--- src/rog_pkg.sv ---
`timescale 1ns / 1ps
// Shared types and constants for the rank ordered set.
// No dependencies; every other file imports this package.
package rog_pkg;

  localparam int CAPACITY = 64;
  localparam int KEY_W    = 32;
  localparam int POS_W    = 6;
  localparam int RANK_W   = 7;
  localparam int STAT_W   = 2;

  // Index of one cell, and an entry count that can hold CAPACITY itself.
  localparam int IDX_W = (CAPACITY > 1) ? $clog2(CAPACITY) : 1;
  localparam int CNT_W = $clog2(CAPACITY + 1);
  // Common width for comparing a delete position against indexes and counts.
  localparam int CMP_W = (CNT_W > POS_W) ? CNT_W : POS_W;

  localparam logic OP_INSERT = 1'b0;
  localparam logic OP_DELETE = 1'b1;

  localparam logic [STAT_W-1:0] ST_OK      = 2'd0;
  localparam logic [STAT_W-1:0] ST_FULL    = 2'd1;
  localparam logic [STAT_W-1:0] ST_NO_RANK = 2'd2;

  // Command broadcast to every cell of the chain.
  typedef struct packed {
    logic                    load;     // latch the compare result for a new item
    logic signed [KEY_W-1:0] cmp_key;  // key of the item being accepted
    logic [CNT_W-1:0]        count;    // current number of stored entries
    logic                    ins;      // commit an insert
    logic signed [KEY_W-1:0] ins_key;  // key being inserted
    logic                    del;      // commit a delete
    logic [POS_W-1:0]        pos;      // rank being deleted
  } cell_cmd_t;

endpackage

--- src/rog_rank_enc.sv ---
`timescale 1ns / 1ps
// Turns the thermometer of compare flags along the chain into a rank.
// Depends on rog_pkg.
module rog_rank_enc
  import rog_pkg::*;
(
  input  logic [CAPACITY-1:0] gt,
  output logic [CNT_W-1:0]    rank
);

  logic [CAPACITY+1:0] ext;

  // Flags run 1...10...0 from cell 0; pad with a 1 before and a 0 after so
  // exactly one boundary exists, and its place is the rank.
  assign ext = {1'b0, gt, 1'b1};

  always_comb begin
    rank = '0;
    for (int j = 0; j <= CAPACITY; j++) begin
      if (ext[j] && !ext[j+1]) begin
        rank = rank | CNT_W'(j);
      end
    end
  end

endmodule

--- config.mk ---
export PLATFORM = sky130hd
export DESIGN_NAME = rog_rank_enc
export DESIGN_NICKNAME = d
export VERILOG_FILES = /design/src/rog_pkg.sv /design/src/rog_rank_enc.sv
export SDC_FILE = /design/constraint.sdc
export NUM_CORES = 1
export LEC_CHECK = 0
export ABC_AREA = 1
export BUFFER_PORTS_ARGS = -buffer_cell sky130_fd_sc_hd__buf_2
export CORE_MARGIN = 2
export CORE_UTILIZATION = 46
export DETAILED_ROUTE_END_ITERATION = 7
export PLACE_DENSITY = 0.95
export SYNTH_ARGS = -nofsm -noshare
export SYNTH_HDL_FRONTEND = slang
export SYNTH_SLANG_ARGS = --single-unit
export TNS_END_PERCENT = 20
--- constraint.sdc ---
create_clock -name vclk -period 3.4
set_clock_uncertainty 0.1 [all_clocks]
set_input_delay 1.02 -clock vclk [all_inputs]
set_output_delay 1.02 -clock vclk [all_outputs]
set_load 0.02 [all_outputs]
==> metrics.md <==
| Metric | Value |
|---|---|
| HP Start | gt[63] |
| Vias per inst | 4.17 |
| Global-route wire length before repair | 4510 um |
| GRT overflow | 0 |
| Cell row count | 16 |
| Synth Area in Compound Gates | 1.07% |
| Post-CTS setup buffer count | 0 |
| Core Region | 1940 sq um |
| Setup CP Type | in2out |
| Switching share of power | 56.1% |
| Via count | 1,397 |
| Main combinational cell family by area after synthesis | simple AND/OR/NAND/NOR gates |
| Dpl hpwl | 2330 um |
| Cell Area, Synth | 940 sq um |
| Internal power | 60.2 uW |
| Critical Path Slowest Stage Cell | nor2_1 |
| Port bufs | 71 |
| Logic pwr share | 100.0% |
| Synth Instances | 238 |
| Die Wd | 49.2 um |
| DR WL/cell | 7.43 um |
| Routability cong. | 0.886 |
| Crit path launch type | input port |
| CP most frequent cell | nand2_1 |
| Hold Crit Class | in2out |
| DRT Pass-1 Iters | 4 |
| Synth warnings | 0 |
| Max stage delay on crit path | 0.15 ns |
| Sum Neg Setup Slack | 0 ns |
| Normalized max-slew margin | 88.4% |
| ANT cells | 0 |
| Worst slew pin tran | 0.172 ns |
| WHS Path Cells | 2 |
| Sequential cell count | 0 |
| Synth Area per Inst | 3.95 sq um |
| Worst Path Max Fanout | 2 |
| Synth unique cells | 8 |
| Storage element area | 0 sq um |
| Post-synthesis simple-gate area fraction | 73.4% |
| PostCTS Resize Cnt | 0 |
| Synth Area in XOR/XNOR | 0% |
| RSZ-0062 raised after global routing | no |
| Layout area overhead | 40.6% |
| Tot Pwr | 137 uW |
| Total Routing Usage GR | 21.7% |
| Min Hold Slack | 2.17 ns |
| DIE AREA | 2420 sq um |
| Max-slew violation count | 0 |
| Pleak | 0.00103 uW |
| Starting DRC count in detailed routing | 17 |
| Pwr per Cell Area | 104 nW/um^2 |
| Initial antenna violation count | 0 |
| Post-synthesis mux area share | 0% |
| Post-route ant nets | 0 |
| Max VDD drop | 0.0550 mV |
| Critical path endpoint category | output port |
| Endpoint, Worst Hold | rank[6] |
| Switching power | 76.8 uW |
| Hold buffer count at CTS | 0 |
| DRC viols | 0 |
| Adder-Cell Fraction of Synth Area | 0% |
| CP arrival | 1.83 ns |
| CP cell instances | buf_2 -> inv_1 -> nand2_1 -> nand2_1 -> nor2_1 -> nand2_1 -> nor2_1 -> nand2_1 -> buf_2 |
| Final count of negative-setup-slack endpoints | 0 |
| Min Clock Period, post-route | 2.95 ns |
| Clock network fraction of total power | 0% |
| Sequential power share | 0% |
| Max Clk Rate | 0.339 GHz |
| Number of global-route vias before repair | 1,255 |
| Die height | 49.2 um |
| Pin count of the biggest net entering global routing | 3 |
| Clock buffers | 0 |
| Worst path required time | 2.28 ns |
| Share of layout cells above drive strength 1 | 26.9% |
| Final Cycle Share | 86.6% |
| Initial cell density of the core | 48.4% |
| Post-synthesis sequential area ratio | 0% |
| Status | completed |
| Final hold viol count | 0 |
| Final wirelength | 2490 um |
| Ports | 71 |
| Number of max-cap violations | 0 |
| Nets | 374 |
| Synth Net Count | 302 |
-- power by group through the flow --
stage          clock network, uW  logic [uW]  registers, uW
3_3_place_gp                   0         134              0
2_1_floorplan                  0        80.4              0
4_1_cts                        0         137              0
6_report                       0         137              0
5_1_grt                        0         160              0
3_5_place_dp                   0         136              0
-- layout make-up --
class / instances / area [sq um]
multi-input cells: 175 / 699
fillers: 197 / 621
well taps: 27 / 33.8
repair buffers: 71 / 355
inverters: 62 / 233
-- worst max path at each step --
stage,slack (ns),startpoint,cells after the start,to
6_report,0.45,gt[30],9,rank[2]
5_1_grt,0.33,gt[39],9,rank[5]
4_1_cts,0.45,gt[30],9,rank[2]
3_5_place_dp,0.46,gt[30],9,rank[2]
3_3_place_gp,0.46,gt[30],9,rank[4]
2_1_floorplan,0.69,gt[63],7,rank[4]
-- placed cells by master, fill, tap and decap left out --
cell and count:
buf_2 71, inv_1 62, nand2_1 126, nand2_2 5, nor2_1 35, nor2_2 5, nor2_4 2, o21ai_0 2
-- synth_stat cells --
master | number | area share, %
inv_1 | 62 | 25
buf_4 | 1 | 0.80
nand2_1 | 126 | 50
nand2_2 | 5 | 3.3
o21ai_0 | 2 | 1.1
nor2_4 | 2 | 2.4
nor2_1 | 35 | 14
nor2_2 | 5 | 3.3
-- worst max-delay path: cells and delay by family --
kind,cells,cell delay (ns)
buffers and inverters,3,0.27
AND/OR/NAND/NOR,6,0.53
-- stage by stage --
stage	instances	worst slack, ns	utilization (%)	cell area [sq um]
floorplan	238	0.693	-	940
global placement	335	0.460	68.0	1320
detailed placement	335	0.458	68.0	1320
CTS	335	0.453	68.0	1320
global route	335	0.329	68.0	1320
finish	335	0.454	68.0	1320
-- logic make-up (layout without fill, tap and decap cells) --
logic type      after synthesis  in the layout
simple gates                173            173
buf+inv                      63            133
compound gates                2              2
-- layer usage --
| layer | up-vias | GRT usage, % | wire length, um |
|---|---|---|---|
| li1 | 800 | - | - |
| met4 | 0 | 0 | 0 |
| met1 | 546 | 27.2 | 1110 |
| met2 | 51 | 42.1 | 1190 |
| met5 | - | 0 | 0 |
| met3 | 0 | 1.53 | 187 |
Note: power is estimated with default switching activity, not from simulation.
