`config.mk`:
```
export PLATFORM = sky130hd
export DESIGN_NAME = rog_cell
export DESIGN_NICKNAME = d
export VERILOG_FILES = /design/src/rog_pkg.sv /design/src/rog_cell.sv
export SDC_FILE = /design/constraint.sdc
export NUM_CORES = 1
export LEC_CHECK = 0
export ABC_AREA = 1
export BUFFER_PORTS_ARGS = -buffer_cell sky130_fd_sc_hd__buf_4
export CORE_AREA = 2 2 88 90
export DETAILED_ROUTE_END_ITERATION = 8
export DIE_AREA = 0 0 90 92
export GPL_TIMING_DRIVEN = 1
export HOLD_SLACK_MARGIN = 0.02
export PLACE_DENSITY = 0.8
export RECOVER_POWER = 25
export SLEW_MARGIN = 40
export SYNTH_ARGS = -nofsm -noshare
export SYNTH_HDL_FRONTEND = slang
export SYNTH_SLANG_ARGS = --single-unit
```
`constraint.sdc`:
```
create_clock -name clk -period 2.3 [get_ports clk]
set_clock_uncertainty 0.15 [all_clocks]
set_input_delay 0.345 -clock clk [delete_from_list [all_inputs] [get_ports clk]]
set_output_delay 0.345 -clock clk [all_outputs]
set_load 0.02 [all_outputs]
```
`src/rog_pkg.sv`:
```
`timescale 1ns / 1ps
// Shared types and constants for the rank ordered set.
// No dependencies; every other file imports this package.
package rog_pkg;

  localparam int CAPACITY = 64;
  localparam int KEY_W    = 32;
  localparam int POS_W    = 6;
  localparam int RANK_W   = 7;
  localparam int STAT_W   = 2;

  // Index of one cell, and an entry count that can hold CAPACITY itself.
  localparam int IDX_W = (CAPACITY > 1) ? $clog2(CAPACITY) : 1;
  localparam int CNT_W = $clog2(CAPACITY + 1);
  // Common width for comparing a delete position against indexes and counts.
  localparam int CMP_W = (CNT_W > POS_W) ? CNT_W : POS_W;

  localparam logic OP_INSERT = 1'b0;
  localparam logic OP_DELETE = 1'b1;

  localparam logic [STAT_W-1:0] ST_OK      = 2'd0;
  localparam logic [STAT_W-1:0] ST_FULL    = 2'd1;
  localparam logic [STAT_W-1:0] ST_NO_RANK = 2'd2;

  // Command broadcast to every cell of the chain.
  typedef struct packed {
    logic                    load;     // latch the compare result for a new item
    logic signed [KEY_W-1:0] cmp_key;  // key of the item being accepted
    logic [CNT_W-1:0]        count;    // current number of stored entries
    logic                    ins;      // commit an insert
    logic signed [KEY_W-1:0] ins_key;  // key being inserted
    logic                    del;      // commit a delete
    logic [POS_W-1:0]        pos;      // rank being deleted
  } cell_cmd_t;

endpackage

```
`src/rog_cell.sv`:
```
`timescale 1ns / 1ps
// One storage cell of the sorted chain: holds one key and its compare flag.
// Depends on rog_pkg.
module rog_cell
  import rog_pkg::*;
(
  input  logic                    clk,
  input  logic [IDX_W-1:0]        index,
  input  cell_cmd_t               cmd,
  input  logic                    prev_gt,
  input  logic signed [KEY_W-1:0] prev_key,
  input  logic signed [KEY_W-1:0] next_key,
  output logic signed [KEY_W-1:0] key,
  output logic                    gt
);

  logic occupied;
  logic at_or_after_pos;

  assign occupied        = CNT_W'(index) < cmd.count;
  assign at_or_after_pos = CMP_W'(index) >= CMP_W'(cmd.pos);

  always_ff @(posedge clk) begin
    if (cmd.load) begin
      gt <= occupied && (key > cmd.cmp_key);
    end
  end

  // Insert: entries greater than the new key stay, the boundary cell takes the
  // new key and the rest shift down by one. Delete: shift up from the position.
  always_ff @(posedge clk) begin
    if (cmd.ins && !gt) begin
      key <= prev_gt ? cmd.ins_key : prev_key;
    end else if (cmd.del && at_or_after_pos) begin
      key <= next_key;
    end
  end

endmodule

```
==> summary.log, run 1 <==
[drt] drt wl/cell 13.1 µm
[die] y dimension of the die 92 µm
[drt] detailed-route wire length 8.57 mm
[drt] remaining design rule violation count 0
[pwr] Pwr Total 2.14 mW
[layout] Area Overhead vs Synth 54.4%
[die] DIE AREA 8280 µm²
[synthesis] syn_nets 563
[worst_setup_path] cell-by-cell listing of the critical path ha_1 > a21oi_1 > nand2_1 > a21oi_1 > nand2_1 > nand2_1 > nand3_1 > nand3_1 > nor2_1
[pwr] internal power contribution 1.40 mW
[worst_setup_path] R2R depth 9
[synthesis] register area share after synthesis 35.5%
[timing] Max-Slew Margin vs Limit 75.6%
[timing] setup TNS 0 ps
[clock_network] CTS tree built
[synthesis] synthesized flop and latch total 33
[worst_setup_path] category of the worst setup path launch point flop
[pwr] Peak VDD IR 0.272 mV
[die] number of top-level pins 185
[synthesis] cell area after technology mapping 2790 µm²
[clock_network] worst skew pair latency 280 ps
[drt] DRT antenna net count 0
[worst_setup_path] Worst setup EP type flop
[pwr] proportion of power drawn by flip-flops and latches 39.1%
[synthesis] Synth Area in Simple Gates 18.5%
[pwr] share of total power consumed by net switching 34.8%
[pwr] P_sw 745 µW
[die] standard-cell row count 32
[layout] total area of multi-input combinational cells 1530 µm²
[timing] setup repair after global routing missed its margin false
[clock_network] hold buffer count at cts 0
[timing] hold violation total from the final report 0
[drt] number of vias in the routed layout 3,135
[clock_network] number of post-CTS setup repair buffers 0
[worst_setup_path] cell repeated most along the worst path nand2_1
[worst_setup_path] crit path from key[11]$_DFFE_PP_
[layout] antenna cell count 0
[synthesis] primary flip-flop cell chosen by synthesis mapping edfxtp_1
[drt] Vias per Instance 4.78
[layout] number of filler instances in the final layout 716
[global_routing] first-pass GRT wire length 13.9 mm
[drt] number of DRC markers after the initial detailed-route iteration 61
[global_routing] largest net degree at the start of global routing 34
[global_routing] total routing resource utilization after global routing 20.4%
[worst_setup_path] Buf+Inv Stages, Crit Path 0
[worst_setup_path] Setup CP Type flop to flop
[drt] number of optimization iterations in the first detailed-route pass 4
[layout] Layout Nets 748
[synthesis] fraction of registers with async set/reset 0%
[placed_design] Detail Placement HPWL 7.08 mm
[hold_path] Hold Path Stages 1
[synthesis] YS warnings 0
[hold_path] min-delay worst type primary input to flop
[global_routing] number of antenna violations at the first check in global routing 0
[global_routing] number of global-route vias before repair 3,157
[timing] Fin Hold WS 151 ps
[clock_network] number of levels the H-tree was split into 2
[worst_setup_path] Reg-to-Reg Start key[11]$_DFFE_PP_
[timing] final-report setup violation count 0
[layout] proportion of layout cells with a drive suffix above 1 32.3%
[layout] Post-Layout Cell Count 656
[synthesis] average footprint of a synthesized cell 7.58 µm²
[synthesis] number of flops mapped to enable cells by yosys 33
[synthesis] synthesized-area fraction occupied by adder cells 19.3%
[synthesis] Post-Synth XOR/XNOR Area 0%
[placed_design] RePlAce Congestion 0.957
[status] result of the run finished clean
[clock_network] post-CTS resize count 0
[global_routing] GRT overflow 0
[timing] count of final max-slew check failures 0
[clock_network] clk slew on worst S/H paths 70 ps
[pwr] clock group share of total power 19.1%
[clock_network] number of clock sinks seen by CTS 33
[die] area of the core 7450 µm²
[synthesis] multiplexer share of the synthesized area 0%
[timing] share of the clock period used by the worst path 83.8%
[die] die span in x 90 µm
[synthesis] post-synthesis cell type count 21
[placed_design] number of buffers inserted by port buffering 184
[clock_network] maximum number of buffers from clock root to sink 2
[worst_setup_path] longest individual stage delay on the worst path 410 ps
[pwr] fraction of power consumed by combinational cells 41.8%
[layout] commonest cells after routing, fill and taps aside buf_4 (165), nand2_1 (76), inv_1 (58), o21ai_0 (58)
[timing] Worst Max-Slew Pin Slew 367 ps
[clock_network] clk root buf clkbuf_8
[die] effective utilization at floorplan 37.4%
[synthesis] Synth Area in Compound Gates 17.1%
[timing] shortest clock period the worst path allows after layout 1930 ps
[pwr] Power Dens Cells 498 nW/µm²
[worst_setup_path] CP Depth 9
[placed_design] Placed Cells incl. Taps 648
[synthesis] cells after synthesis 368
[layout] area occupied by registers 991 µm²
[clock_network] Inserted Clock Buffers 5
[layout] most common cell after layout, fill and taps aside buf_4
[worst_setup_path] cell with the largest stage delay on the worst path edfxtp_1
[worst_setup_path] Top delay family on crit path simple AND/OR/NAND/NOR gates
[hold_path] launch instance of the worst min-delay path cmd[79]
[pwr] P_leak 2.27 nW
[worst_setup_path] largest fanout of any net on the critical path 3
[job] max_cap viols 0
[timing] highest clock frequency the design can meet 0.519 GHz
[worst_setup_path] arrival time reported for the critical path endpoint 1810 ps
[synthesis] dominant combinational cell family by area after synthesis adder cells
[worst_setup_path] WP data required 2180 ps
worst paths after layout:
kind,slack (ps),end
max,370,gt$_DFFE_PP_
max reg2reg,370,gt$_DFFE_PP_
min,150,gt$_DFFE_PP_
min reg2reg,770,key[5]$_DFFE_PP_
routing by layer:
metal  part of all wire [%]  track usage [%]  vias up
met1                     38             22.6     1408
met4                    2.4             7.95        0
met5                      0                0        -
met3                    5.0             3.20       21
li1                       -                -     1584
met2                     54             38.8      122
per-stage QoR:
stage / cell area (µm²) / worst slack (ps) / util, %
2_1_floorplan: 2790 / 27.1 / -
3_3_place_gp: 4310 / 346 / 57.9
3_5_place_dp: 4310 / 283 / 57.9
4_1_cts: 4390 / 315 / 59.0
5_1_grt: 4300 / 236 / 57.8
6_report: 4300 / 372 / 57.8
area by class of cell:
cell class / instances / share of cell area [%]
clock buffer: 5 / 1.60
clock inverter: 3 / 0.291
inverter: 59 / 5.15
multi-input combinational: 264 / 35.6
sequential: 33 / 23.0
tap: 102 / 2.97
timing repair buffer: 190 / 31.4
sequential cells by signal, indices dropped and copies added (netlist names):
name	count
key	32
gt	1
synth_stat cells, types with 2 or more instances:
| library cell | n | area share [%] |
|---|---|---|
| nand2_1 | 76 | 10 |
| inv_1 | 58 | 7.8 |
| o21ai_0 | 58 | 10 |
| ha_1 | 43 | 19 |
| nor2_1 | 43 | 5.8 |
| edfxtp_1 | 33 | 36 |
| a21oi_1 | 18 | 3.2 |
| clkbuf_1 | 12 | 1.6 |
| o21ai_1 | 8 | 1.4 |
| nand3_1 | 4 | 0.72 |
| nor2_2 | 3 | 0.67 |
| nand4_1 | 2 | 0.45 |
| o21a_1 | 2 | 0.54 |
kinds of logic (layout without fill, tap and decap cells):
kind of cell / after synthesis / after routing
and+or+nand+nor: 130 / 130
AOI/OAI and AO/OA: 91 / 91
buffers and inverters: 71 / 257
DFF: 33 / 33
adders and majority gates: 43 / 43
power by group through the flow:
stage / registers [mW] / clock network, mW / logic [mW]
after floorplan: 0.954 / 0 / 0.376
after global placement: 0.848 / 0 / 0.923
after detailed placement: 0.854 / 0 / 0.950
after CTS: 0.842 / 0.424 / 0.955
after global routing: 0.850 / 0.448 / 1.01
final: 0.839 / 0.409 / 0.896
Power figures use the tool's default switching activity.
==> run 2, diff against run 1 <==
clock period = 1.6 ns   (was 2.3 ns; I/O delays follow)
==> summary.log, run 2 (same netlist as run 1, synthesis figures left out) <==
[layout] proportion of layout cells with a drive suffix above 1 44.3%
[layout] Area Overhead vs Synth 76.9%
[layout] Largest register FFs 32
[clock_network] number of levels the H-tree was split into 2
[hold_path] end point of the worst hold path key[5]$_DFFE_PP_
[global_routing] largest net degree at the start of global routing 33
[die] effective utilization at floorplan 37.4%
[status] result of the run finished, violations left
[hold_path] min-delay worst type primary input to flop
[placed_design] DP Area 4630 µm²
[global_routing] GRT overflow 0
[placed_design] number of buffers inserted by port buffering 184
[timing] setup repair after global routing missed its margin true
[worst_setup_path] Setup CP Type flop to flop
[hold_path] launch instance of the worst min-delay path next_key[5]
[die] standard-cell row count 32
[layout] largest registers in the final layout key x32, gt x1
[timing] count of final max-slew check failures 0
[global_routing] first-pass GRT wire length 15.1 mm
[layout] most common cell after layout, fill and taps aside buf_4
[clock_network] number of clock sinks seen by CTS 33
[layout] Final Instance Area 4930 µm²
[worst_setup_path] WP data required 1500 ps
[clock_network] clk root buf clkbuf_8
[drt] DRT antenna net count 0
[worst_setup_path] Worst R2R Setup Slack -240 ps
[clock_network] clk slew on worst S/H paths 80 ps
[worst_setup_path] largest fanout of any net on the critical path 2
[placed_design] worst setup slack before clock tree synthesis -282 ps
[pwr] P_leak 2.54 nW
[pwr] Pwr Total 3.51 mW
[timing] Max-Slew Margin vs Limit 80.6%
[drt] remaining design rule violation count 0
[timing] Worst Max-Slew Pin Slew 291 ps
[worst_setup_path] category of the worst setup path launch point flop
[placed_design] Detail Placement HPWL 7.70 mm
[clock_network] Inserted Clock Buffers 5
[layout] Post-Route Utilization 66.2%
[job] max_cap viols 0
[die] DIE AREA 8280 µm²
[global_routing] total routing resource utilization after global routing 22.4%
[timing] highest clock frequency the design can meet 0.542 GHz
[layout] Top reg by flops key
[worst_setup_path] Reg-to-Reg Start key[10]$_DFFE_PP_
[hold_path] Hold Path Stages 3
[clock_network] CTS tree built
[drt] number of DRC markers after the initial detailed-route iteration 119
[drt] Vias per Instance 4.80
[layout] Layout Nets 789
[drt] drt wl/cell 13.8 µm
[pwr] Peak VDD IR 0.312 mV
[status] violations in the final reports setup timing
[drt] number of optimization iterations in the first detailed-route pass 5
[timing] share of the clock period used by the worst path 115%
[die] y dimension of the die 92 µm
[worst_setup_path] arrival time reported for the critical path endpoint 1740 ps
[global_routing] number of global-route vias before repair 3,399
[die] number of top-level pins 185
[drt] number of vias in the routed layout 3,338
[global_routing] number of antenna violations at the first check in global routing 0
[clock_network] worst skew pair latency 290 ps
[worst_setup_path] end of the worst register-to-register path gt$_DFFE_PP_
[drt] detailed-route wire length 9.62 mm
[timing] final-report setup violation count 1
[placed_design] RePlAce Congestion 0.908
[timing] shortest clock period the worst path allows after layout 1840 ps
[layout] commonest cells after routing, fill and taps aside buf_4 (205), nand2_1 (71), o21ai_0 (55)
[worst_setup_path] R2R depth 12
[die] die span in x 90 µm
[pwr] Power Dens Cells 711 nW/µm²
[clock_network] maximum number of buffers from clock root to sink 2
[timing] final worst-path setup slack -244 ps
[timing] hold violation total from the final report 0
[layout] antenna cell count 0
[die] area of the core 7450 µm²
[worst_setup_path] Worst setup EP type flop
[run 2: metrics by stage]
step	std cells	TNS, ps	hold WS [ps]
CTS	690	-251	77.9
detailed placement	678	-9240	290
global placement	678	-8770	289
finish	696	-244	83.8
floorplan	368	-567	202
global route	696	-816	95.7
[run 2: what timing repair did]
action                                  in CTS  in global routing
gates cloned                                 0                  1
endpoints found under the setup margin       2                 38
gates resized for setup                     12                 18
pin swaps                                    9                  7
buffers inserted                             4                  5
hold endpoints to repair                     1                  0
hold buffers                                 1                  0
[run 2: worst max-delay path by stage]
stage                     slack, ps  cells after the start                 to         startpoint
after global placement         -270                      9  key[12]$_DFFE_PP_             cmd[1]
after CTS                      -250                     10       gt$_DFFE_PP_  key[23]$_DFFE_PP_
after detailed placement       -280                      9  key[12]$_DFFE_PP_             cmd[1]
after floorplan                -220                     11       gt$_DFFE_PP_   key[5]$_DFFE_PP_
final                          -240                     12       gt$_DFFE_PP_  key[10]$_DFFE_PP_
after global routing           -380                     12       gt$_DFFE_PP_   key[5]$_DFFE_PP_
[run 2: cell type report]
cell class              instances  area (µm²)
clock buffers                   6        72.6
clock inverters                 1        3.75
fillers                       627        2510
inverters                      59         234
multi-input cells             265        1750
flip-flops and latches         33         991
well taps                     102         128
repair buffers                230        1750
[run 2: power by group]
| group | total [mW] | internal [mW] | switching, mW |
|---|---|---|---|
| Sequential | 1.22 | 1.13 | 0.0860 |
| Combinational | 1.68 | 0.863 | 0.821 |
| Clock | 0.602 | 0.294 | 0.308 |
[run 2: layer usage]
layer  vias up  global-route usage, %  part of all wire, %
met2       153                   42.6                   51
met5         -                      0                    0
met4         0                   8.59                  2.8
met3        21                   5.09                  7.6
met1      1496                   23.9                   38
li1       1668                      -                    -
[run 2: worst max-delay path: stages, from the launching register on]
cell      delay [ps]
edfxtp_1         420
ha_1             320
nand2_1           60
nor2_1           140
nand2_2           90
clkinv_1          40
nand2_1           40
nand2_1           60
nand2_1           60
nand2_1           60
nand2_1           50
nand3_1           70
nor2_1            40
==> run 3, diff against run 2 <==
CORE_AREA = 3 3 85 87   (was 2 2 88 90)
DIE_AREA = 0 0 88 90   (was 0 0 90 92)
PLACE_DENSITY = 0.83   (was 0.8)
SLEW_MARGIN = unset   (was 40)
clock period = 2.19 ns   (was 1.6 ns; I/O delays follow)
==> summary.log, run 3 (same netlist as run 1, synthesis figures left out) <==
[drt] Vias per Instance 4.92
[placed_design] number of buffers inserted by port buffering 184
[timing] highest clock frequency the design can meet 0.527 GHz
[worst_setup_path] Setup CP Type flop to flop
[timing] share of the clock period used by the worst path 86.6%
[worst_setup_path] Worst R2R Setup Slack 290 ps
[clock_network] number of levels the H-tree was split into 2
[timing] final-report setup violation count 0
[global_routing] GRT overflow 0
[global_routing] total routing resource utilization after global routing 22.4%
[layout] proportion of layout cells with a drive suffix above 1 32.4%
[clock_network] post-CTS resize count 0
[timing] shortest clock period the worst path allows after layout 1900 ps
[clock_network] CTS tree built
[drt] remaining design rule violation count 0
[worst_setup_path] crit path from key[31]$_DFFE_PP_
[worst_setup_path] Reg-to-Reg Start key[31]$_DFFE_PP_
[drt] number of vias in the routed layout 3,097
[layout] commonest cells after routing, fill and taps aside buf_4 (165), nand2_1 (75), inv_1 (58), o21ai_0 (58)
[global_routing] number of antenna violations at the first check in global routing 0
[global_routing] number of global-route vias before repair 3,119
[layout] antenna cell count 0
[hold_path] Hold Path Stages 1
[clock_network] clk root buf clkbuf_8
[placed_design] RePlAce Congestion 0.833
[pwr] Power Dens Cells 529 nW/µm²
[hold_path] end point of the worst hold path gt$_DFFE_PP_
[die] effective utilization at floorplan 43.4%
[worst_setup_path] WP data required 2080 ps
[pwr] P_leak 2.26 nW
[drt] detailed-route wire length 8.93 mm
[worst_setup_path] cell repeated most along the worst path nand2_1
[hold_path] min-delay worst type primary input to flop
[worst_setup_path] longest individual stage delay on the worst path 390 ps
[clock_network] worst skew pair latency 280 ps
[die] standard-cell row count 29
[drt] DRT antenna net count 0
[worst_setup_path] cell-by-cell listing of the critical path ha_1 > nand2_1 > nor2_2 > nand2_2 > nor2_2 > nand2_1 > nand2_1 > nand2_1 > nand3_1 > nor2_1
[timing] setup TNS 0 ps
[layout] Area Overhead vs Synth 53.2%
[drt] number of DRC markers after the initial detailed-route iteration 80
[timing] count of final max-slew check failures 0
[worst_setup_path] arrival time reported for the critical path endpoint 1790 ps
[drt] drt wl/cell 14.2 µm
[clock_network] hold buffer count at cts 0
[timing] Worst Max-Slew Pin Slew 520 ps
[layout] largest registers in the final layout key x32, gt x1
[die] die span in x 88 µm
[layout] most common cell after layout, fill and taps aside buf_4
[pwr] Peak VDD IR 0.361 mV
[global_routing] first-pass GRT wire length 14.0 mm
[die] number of top-level pins 185
[layout] Largest register FFs 32
[worst_setup_path] end of the worst register-to-register path gt$_DFFE_PP_
[job] max_cap viols 0
[clock_network] maximum number of buffers from clock root to sink 2
[worst_setup_path] largest fanout of any net on the critical path 4
[clock_network] number of clock sinks seen by CTS 33
[placed_design] Detail Placement HPWL 7.51 mm
[global_routing] largest net degree at the start of global routing 34
[clock_network] Inserted Clock Buffers 5
[layout] number of filler instances in the final layout 557
[drt] number of optimization iterations in the first detailed-route pass 4
[worst_setup_path] category of the worst setup path launch point flop
[timing] Max-Slew Margin vs Limit 65.3%
[timing] Fin Hold WS 116 ps
[timing] hold violation total from the final report 0
[clock_network] number of post-CTS setup repair buffers 0
[layout] Layout Nets 748
[status] result of the run finished clean
[worst_setup_path] R2R depth 10
[layout] Top reg by flops key
[hold_path] launch instance of the worst min-delay path cmd[79]
[timing] setup repair after global routing missed its margin false
[die] y dimension of the die 90 µm
[worst_setup_path] cell with the largest stage delay on the worst path edfxtp_1
[die] area of the core 6420 µm²
[die] DIE AREA 7920 µm²
[clock_network] clk slew on worst S/H paths 70 ps
[worst_setup_path] Worst setup EP type flop
==> run 3: changes by cell type in the layout (fill, tap and decap cells not counted), sizes merged <==
cell,previous run,this run
buf,212,166
clkbuf,23,30
dlygate4sd3,1,0
nand2,78,77
==> run 3: final cells by class <==
class / count / area (µm²) / share of cell area [%]
Multi-Input combinational cell: 264 / 1530 / 35.9
Timing Repair Buffer: 190 / 1350 / 31.7
Sequential cell: 33 / 991 / 23.2
Inverter: 59 / 221 / 5.19
Tap cell: 77 / 96.3 / 2.26
Clock buffer: 6 / 72.6 / 1.70
Clock inverter: 1 / 3.75 / 0.0879
==> run 3: worst max-delay path by stage <==
stage	to	cells after the start
final	gt$_DFFE_PP_	10
after global routing	gt$_DFFE_PP_	12
after CTS	gt$_DFFE_PP_	10
after detailed placement	key[7]$_DFFE_PP_	9
after global placement	key[7]$_DFFE_PP_	9
after floorplan	key[0]$_DFFE_PP_	4
==> run 3: metrics by stage <==
stage / instances / worst slack, ps / total power [mW] / area [µm²] / utilization [%]
floorplan: 368 / 209 / 1.40 / 2790 / -
global route: 630 / 31.0 / 2.42 / 4270 / 66.5
global placement: 623 / 275 / 1.85 / 4280 / 66.6
CTS: 630 / 257 / 2.34 / 4360 / 67.8
detailed placement: 623 / 211 / 1.89 / 4280 / 66.6
finish: 630 / 293 / 2.26 / 4270 / 66.5
==> run 3: where the power goes <==
part / internal, mW / switching, mW
clock network: 0.214 / 0.223
registers: 0.827 / 0.0498
logic: 0.426 / 0.519
total: 1.47 / 0.791
==> run 3: layer usage <==
layer / GRT usage, % / vias up / routed length, µm
li1: - / 1588 / -
met1: 22.8 / 1376 / 3140
met2: 43.3 / 118 / 4980
met3: 5.21 / 15 / 621
met4: 7.42 / 0 / 181
met5: 0 / - / 0
==> run 3: critical path: cells and delay by family (launching register included) <==
family	cells	cell delay, ps
fa+ha+maj	1	360
flops	1	390
simple gates	9	750
